`src/design/mtg_pkg.sv`:
```
// Package: constants, types and word functions of the Mersenne Twister generator.
package mtg_pkg;

  localparam int STATE_WORDS  = 624;
  localparam int TWIST_OFFSET = 397;
  localparam int IDX_W        = $clog2(STATE_WORDS);

  localparam logic [31:0] SEED_MULT    = 32'd1812433253;
  localparam logic [31:0] TWIST_MATRIX = 32'h9908B0DF;
  localparam logic [31:0] TEMPER_B     = 32'h9D2C5680;
  localparam logic [31:0] TEMPER_C     = 32'hEFC60000;
  localparam logic [31:0] UPPER_BIT    = 32'h80000000;
  localparam logic [31:0] LOWER_BITS   = 32'h7FFFFFFF;

  localparam logic OP_DRAW = 1'b0;
  localparam logic OP_SEED = 1'b1;

  typedef logic [IDX_W-1:0] idx_t;
  typedef logic [31:0]      word_t;

  localparam idx_t LAST_IDX  = idx_t'(STATE_WORDS - 1);
  localparam idx_t WRAP_IDX  = idx_t'(STATE_WORDS - TWIST_OFFSET);
  localparam idx_t FAR_STEP  = idx_t'(TWIST_OFFSET);

  typedef enum logic [1:0] {
    ST_IDLE,
    ST_SEED,
    ST_NEAR,
    ST_TWIST
  } mtg_state_t;

  typedef struct packed {
    logic seed_load;  // write seed at entry 0, start fill
    logic seed_step;  // write one fill word
    logic rd_first;   // read current word and far word
    logic rd_next;    // read neighbor word, hold upper bit
    logic commit;     // write twisted word, load output
  } mtg_cmd_t;

  typedef struct packed {
    logic seed_last;
    logic out_free;
  } mtg_status_t;

  function automatic word_t temper_word(word_t w);
    word_t y;
    y = w;
    y = y ^ (y >> 11);
    y = y ^ ((y << 7) & TEMPER_B);
    y = y ^ ((y << 15) & TEMPER_C);
    y = y ^ (y >> 18);
    return y;
  endfunction

  function automatic word_t twist_word(word_t cur, word_t nbr, word_t far_w);
    word_t y;
    word_t v;
    y = (cur & UPPER_BIT) | (nbr & LOWER_BITS);
    v = far_w ^ (y >> 1);
    if (y[0]) begin
      v = v ^ TWIST_MATRIX;
    end
    return v;
  endfunction

endpackage

```
`src/design/mtg_ctrl.sv`:
```
// Controller: state machine sequencing seed fill and draw steps.
module mtg_ctrl (
  input  logic                 clk,
  input  logic                 rst_n,
  input  logic                 in_valid,
  input  logic                 in_opcode,
  output logic                 in_ready,
  input  mtg_pkg::mtg_status_t status,
  output mtg_pkg::mtg_cmd_t    cmd
);
  import mtg_pkg::*;

  mtg_state_t state_r;
  mtg_state_t state_nxt;

  always_ff @(posedge clk) begin
    if (!rst_n) begin
      state_r <= ST_IDLE;
    end else begin
      state_r <= state_nxt;
    end
  end

  always_comb begin
    state_nxt = state_r;
    cmd       = '0;
    in_ready  = 1'b0;
    case (state_r)
      ST_IDLE: begin
        in_ready = 1'b1;
        if (in_valid) begin
          if (in_opcode == OP_SEED) begin
            cmd.seed_load = 1'b1;
            state_nxt     = ST_SEED;
          end else begin
            cmd.rd_first = 1'b1;
            state_nxt    = ST_NEAR;
          end
        end
      end
      ST_SEED: begin
        cmd.seed_step = 1'b1;
        if (status.seed_last) begin
          state_nxt = ST_IDLE;
        end
      end
      ST_NEAR: begin
        cmd.rd_next = 1'b1;
        state_nxt   = ST_TWIST;
      end
      ST_TWIST: begin
        // hold until the output register can take the word
        if (status.out_free) begin
          cmd.commit = 1'b1;
          state_nxt  = ST_IDLE;
        end
      end
      default: begin
        state_nxt = ST_IDLE;
      end
    endcase
  end

endmodule

```
`config.mk`:
```
export PLATFORM = sky130hd
export DESIGN_NAME = mtg_ctrl
export DESIGN_NICKNAME = d
export VERILOG_FILES = /design/src/design/mtg_pkg.sv /design/src/design/mtg_ctrl.sv
export SDC_FILE = /design/constraint.sdc
export NUM_CORES = 1
export LEC_CHECK = 0
export ABC_CLOCK_PERIOD_IN_PS = 2700
export BUFFER_PORTS_ARGS = -buffer_cell sky130_fd_sc_hd__buf_2
export CAP_MARGIN = 20
export CORE_AREA = 8 8 45 47
export DETAILED_ROUTE_END_ITERATION = 16
export DIE_AREA = 0 0 53 55
export GPL_TIMING_DRIVEN = 0
export HOLD_SLACK_MARGIN = 0.15
export PLACE_DENSITY_LB_ADDON = 0.08
export SLEW_MARGIN = 20
export SYNTH_ARGS = -nofsm -noshare
export SYNTH_HDL_FRONTEND = slang
export SYNTH_SLANG_ARGS = --single-unit
```
`constraint.sdc`:
```
create_clock -name clk -period 2.7 [get_ports clk]
set_input_delay 0.405 -clock clk [delete_from_list [all_inputs] [get_ports clk]]
set_output_delay 0.405 -clock clk [all_outputs]
set_load 0.01 [all_outputs]
```
==> results.ini, run 1 <==
[placement]
gp_congestion=0.654
dp_hpwl_um=370
place.detailed.instances=42
dp_slack_ns=1.38
io_buffers=11
place_area_um2=216

[yosys]
syn-cell-area_um2=141
yosysTopAreaCell=dfxtp_1
synthMuxAreaShare_pct=10.6
synth_compound_area_share_pct=21.2
synth.avg_cell_area_um2=9.43
netlist_instances=15
synth_top_family_by_area=simple AND/OR/NAND/NOR gates
synth_xor_xnor_area_share_pct=0
ys_ff_latch=2
synth-simple-area-share_pct=37.2
yosysWarnings=0
synth-seq-area-share_pct=28.3
synth_top_area_share_pct=28.3
syn-num-nets=21
netlist-cell-type-count=14
synthAdderAreaFrac_pct=0
synthTopCellsByArea=dfxtp_1 28%, a221oi_2 11%, mux2_4 11%, and2b_2 6.2%, nor4b_1 6.2%

[sta]
setup_viol=0
min_period_ns=1.54
max_freq_mhz=651
worst_slack_ns=1.16
hold_ws_ns=0.409
finalHoldViolCount=0
rsz0062_at_grt=false
slew_headroom_pct=82.1
clock_skew_ns=0.00225
fin_crit_sh_pct=56.9
setup_tns_ns=0
worst_slew_pin_slew_ns=0.267
drv_slew=0

[routing]
routed_wl_um=489
avgViaCountPerCell=3.49
detail_route.wl_per_cell_um=10.9
ant_nets=0
drc=0
detail_route.first_pass.iterations=3
first_iter_violations=1
dr_total_vias=157

[critical_path]
cp.required_ns=2.30
arrival_ns=1.13
crit_type=reg -> out
cp-start-kind=flip-flop
worstSetupEndpointType=output pin
cp_max_fo=8

[final_layout]
nFillCells=162
largest_reg_flops=2
stdcell_count=45
antennaDiodeCount=0
final_util_pct=17.3
final_cell_mix=11 x buf_2, 3 x clkbuf_4, 2 x dfxtp_1
top_register=state_r
nNetsFinal=37
reg_top3=state_r (2)
fin_area_um2=239
layout_commonest_cell=buf_2
area_growth_pct=69.0
layout-drive-gt1-share_pct=62.1

[grt]
grt_max_degree=9
overflow=0
grt_pass1_vias=166
grt_pass1_wl_um=738
grt_util_all_layers_pct=3.93
antenna_found_initial=0

[floorplanning]
design.core.area_mm2=0.00138
ios=12
dieHeight_um=55
fp-row-count=14
die-area_mm2=0.00292
initial_core_util_pct=10.2
die_w_um=53

[clock_tree]
root_buffer=clkbuf_4
clk_pin_slew_ns=0.03
htreeDepth=1
numCtsBuffers=3
worstSkewPairLatency_ns=0.22
clock_path_buffers=2
cts_tree=built
cts_sinks=2
cts_resized=0
postCtsSetupBuffers=0
postCtsHoldBufs=0

[flow_run]
cap_violations=0

[pwr]
p_leak_nw=0.126
power_mw=0.135
power_density_mw_per_mm2=564
peakVddDrop_mv=0.169

[hold_path]
hold_path_class=in -> reg

[run_status]
status=completed

## Yosys cell counts, drive strengths merged
cell and instances:
and3 2, dfxtp 2, a21boi 1, a221oi 1
and2b 1, inv 1, mux2 1, nand2 1
nor2 1, nor2b 1, nor3b 1, nor4b 1
o21a 1
## worst max-delay path, cell delays in order, from the launching register on
cell     delay (ns)
dfxtp_1        0.46
nor2_1         0.13
and3_1         0.19
buf_2          0.13
## final timing paths
path | startpoint | endpoint | slack [ns] | cells past startpoint
max reg2reg | state_r[1] | state_r[0] | 1.57 | 2
max | state_r[0] | cmd[4] | 1.16 | 3
min reg2reg | state_r[0] | state_r[0] | 0.62 | 1
min | rst_n | state_r[1] | 0.41 | 2
## final cells by class
cell class / instances / area, µm² / share of cell area [%]
Multi-Input combinational cell: 12 / 97.6 / 40.8
Inverter: 1 / 3.75 / 1.57
Timing Repair Buffer: 11 / 55.1 / 23.0
Clock buffer: 3 / 22.5 / 9.42
Tap cell: 16 / 20.0 / 8.38
Sequential cell: 2 / 40.0 / 16.8
## power breakdown
part	switching [mW]	leakage, nW	internal [mW]
logic	0.0143	0.0953	0.0164
clock network	0.0168	0.0138	0.0490
registers	0.00564	0.0166	0.0326
## kinds of logic (layout without fill, tap and decap cells)
| group | Yosys count | in the layout |
|---|---|---|
| and+or+nand+nor | 8 | 8 |
| AOI/OAI and AO/OA | 3 | 3 |
| DFF | 2 | 2 |
| muxes | 1 | 1 |
| buffers and inverters | 1 | 15 |
## layer usage
layer / vias up / global-route usage (%) / share of wire [%] / wire length, µm
li1: 85 / - / - / -
met1: 63 / 3.64 / 41 / 199
met2: 9 / 4.10 / 37 / 183
met3: 0 / 4.01 / 22 / 106
met4: 0 / 5.17 / 0 / 0
met5: - / 0 / 0 / 0
Note: power is estimated with default switching activity, not from simulation.
==> run 2: changes to the inputs <==
- ABC_AREA: unset -> 1
- ABC_CLOCK_PERIOD_IN_PS: 2700 -> 1300
- clock period: 2.7 -> 1.3 ns (I/O delays scaled with it)
==> results.ini, run 2 <==
[run_status]
status=completed

[final_layout]
antennaDiodeCount=0  ; unchanged
area_growth_pct=73.2
largest_reg_flops=2  ; unchanged
top_register=state_r
nNetsFinal=49  ; +32%
layout-drive-gt1-share_pct=51.2  ; -11 points
reg_top3=state_r (2)
final_cell_mix=11 x buf_2, 6 x inv_1, 6 x nor2_1
layout_commonest_cell=buf_2
fin_area_um2=267  ; +12%

[routing]
ant_nets=0  ; unchanged
dr_total_vias=208  ; +32%
first_iter_violations=1  ; unchanged
drc=0  ; unchanged
detail_route.first_pass.iterations=2  ; -1
routed_wl_um=543  ; +11%
detail_route.wl_per_cell_um=9.53  ; -12%
avgViaCountPerCell=3.65  ; +4.6%

[floorplanning]
die_w_um=53  ; unchanged
die-area_mm2=0.00292  ; unchanged
fp-row-count=14  ; unchanged
design.core.area_mm2=0.00138  ; unchanged
dieHeight_um=55  ; unchanged
initial_core_util_pct=11.1  ; +0.90 points
ios=12  ; unchanged

[clock_tree]
cts_tree=built
clock_path_buffers=2  ; unchanged
postCtsHoldBufs=0  ; unchanged
root_buffer=clkbuf_4
numCtsBuffers=3  ; unchanged
cts_sinks=2  ; unchanged
worstSkewPairLatency_ns=0.23  ; about the same
htreeDepth=1  ; unchanged
clk_pin_slew_ns=0.03  ; about the same

[yosys]
yosysTopAreaCell=dfxtp_1
ys.flop_type=dfxtp_1
syn-cell-area_um2=154  ; +8.8%
yosysWarnings=0  ; unchanged
synth.avg_cell_area_um2=5.92  ; -37%
netlist-cell-type-count=11  ; -3
synthTopCellsByArea=dfxtp_1 26%, inv_1 15%, nor2_1 15%, nor3_1 9.8%, a21oi_1 6.5%
netlist_top_cells_count=6 x inv_1, 6 x nor2_1, 3 x nor3_1
synth-seq-area-share_pct=26.0  ; -2.3 points
netlist_instances=26  ; +11
ys_ff_latch=2  ; unchanged
synthArstFlopShare_pct=0  ; unchanged
synth_edf_count=0  ; unchanged
syn-num-nets=32  ; +52%
synth_top_area_share_pct=26.0  ; -2.3 points

[sta]
fin_crit_sh_pct=93.4
setup_tns_ns=0  ; unchanged
min_period_ns=1.21
rsz0062_at_grt=false
max_freq_mhz=824
finalHoldViolCount=0  ; unchanged
setup_viol=0  ; unchanged
drv_slew=0  ; unchanged
worst_slew_pin_slew_ns=0.139  ; -0.129 ns
clock_skew_ns=0.00338  ; +0.00114 ns
slew_headroom_pct=90.7  ; +8.5 points

[grt]
grt_max_degree=8  ; -1
grt_util_all_layers_pct=4.58  ; +0.65 points
grt_pass1_wl_um=890  ; +21%
grt_pass1_vias=202  ; +22%
antenna_found_initial=0  ; unchanged
overflow=0  ; unchanged

[critical_path]
cp.required_ns=1.11  ; -1.19 ns
cp-start-kind=flip-flop
cp_max_fo=7  ; -1
arrival_ns=1.02  ; -0.11 ns
crit_type=reg -> out
worstSetupEndpointType=output pin

[flow_run]
cap_violations=0  ; unchanged

[pwr]
p_leak_nw=0.152  ; +21%
power_density_mw_per_mm2=1370  ; +140%
power_mw=0.365  ; +170%
peakVddDrop_mv=0.567  ; +240%

[placement]
gp_congestion=0.633  ; -3.1%
dp_hpwl_um=437  ; +18%
io_buffers=11  ; unchanged
place_area_um2=229  ; +5.8%

[hold_path]
hold_path_class=in -> reg

-- run 2: cell count changes in the layout (fill, tap and decap cells not counted), sizes merged, moves of 2 or more --
cell / before / now
a21oi: 0 / 2
and3: 2 / 0
inv: 1 / 6
nand3: 0 / 3
nor2: 1 / 7
nor3: 0 / 3
-- run 2: path summary, 6_finish.rpt --
path                                    to  startpoint  slack (ns)  cells past startpoint
worst max-delay path                cmd[4]  state_r[0]        0.09                      4
worst min-delay path            state_r[0]       rst_n        0.21                      3
worst max register to register  state_r[1]  state_r[0]        0.32                      6
worst min register to register  state_r[0]  state_r[0]        0.61                      3
-- run 2: routing by layer --
layer | global-route usage [%] | part of all wire [%] | vias up
met1 | 3.63 | 37 | 86
met4 | 3.88 | 0 | 0
met3 | 5.08 | 17 | 0
met2 | 6.25 | 45 | 11
met5 | 0 | 0 | -
li1 | - | - | 111
-- run 2: final cells by class --
| type | count | area [µm²] |
|---|---|---|
| inverters | 6 | 22.5 |
| well taps | 16 | 20.0 |
| fillers | 167 | 1120 |
| flip-flops and latches | 2 | 42.5 |
| clock buffers | 3 | 22.5 |
| repair buffers | 12 | 62.6 |
| multi-input cells | 18 | 96.3 |
-- run 2: critical path, stage by stage (launching register included) --
cell and delay [ns]:
dfxtp_2 0.34, nor2_2 0.10, inv_1 0.07, nor3_1 0.12, buf_2 0.16
-- run 2: logic make-up (layout without fill, tap and decap cells) --
logic type	count (synthesis)	count (layout)	share of synthesized area, %
compound gates	2	2	6.50
buf+inv	6	21	14.6
flops	2	2	26.0
simple gates	16	16	52.8
-- run 2: metrics by stage --
stage               hold slack [ns]  std cells  worst slack, ns  utilization [%]
global placement              0.450         53            0.223             16.5
CTS                           0.205         57           0.0305             18.7
global route                  0.222         57          0.00489             19.3
detailed placement            0.447         53            0.213             16.5
finish                        0.207         57           0.0857             19.3
floorplan                     0.321         26            0.210                -
-- run 2: power by group --
| group | internal [mW] | switching [mW] | total [mW] |
|---|---|---|---|
| Combinational | 0.0592 | 0.0775 | 0.137 |
| Sequential | 0.0749 | 0.0146 | 0.0894 |
| Clock | 0.102 | 0.0373 | 0.139 |
-- run 2: repair_timing --
item                       4_1_cts  5_1_grt
buffers inserted                 1        0
gates resized for setup          0        3
setup endpoints to repair        2        3
pin swaps                        1        0
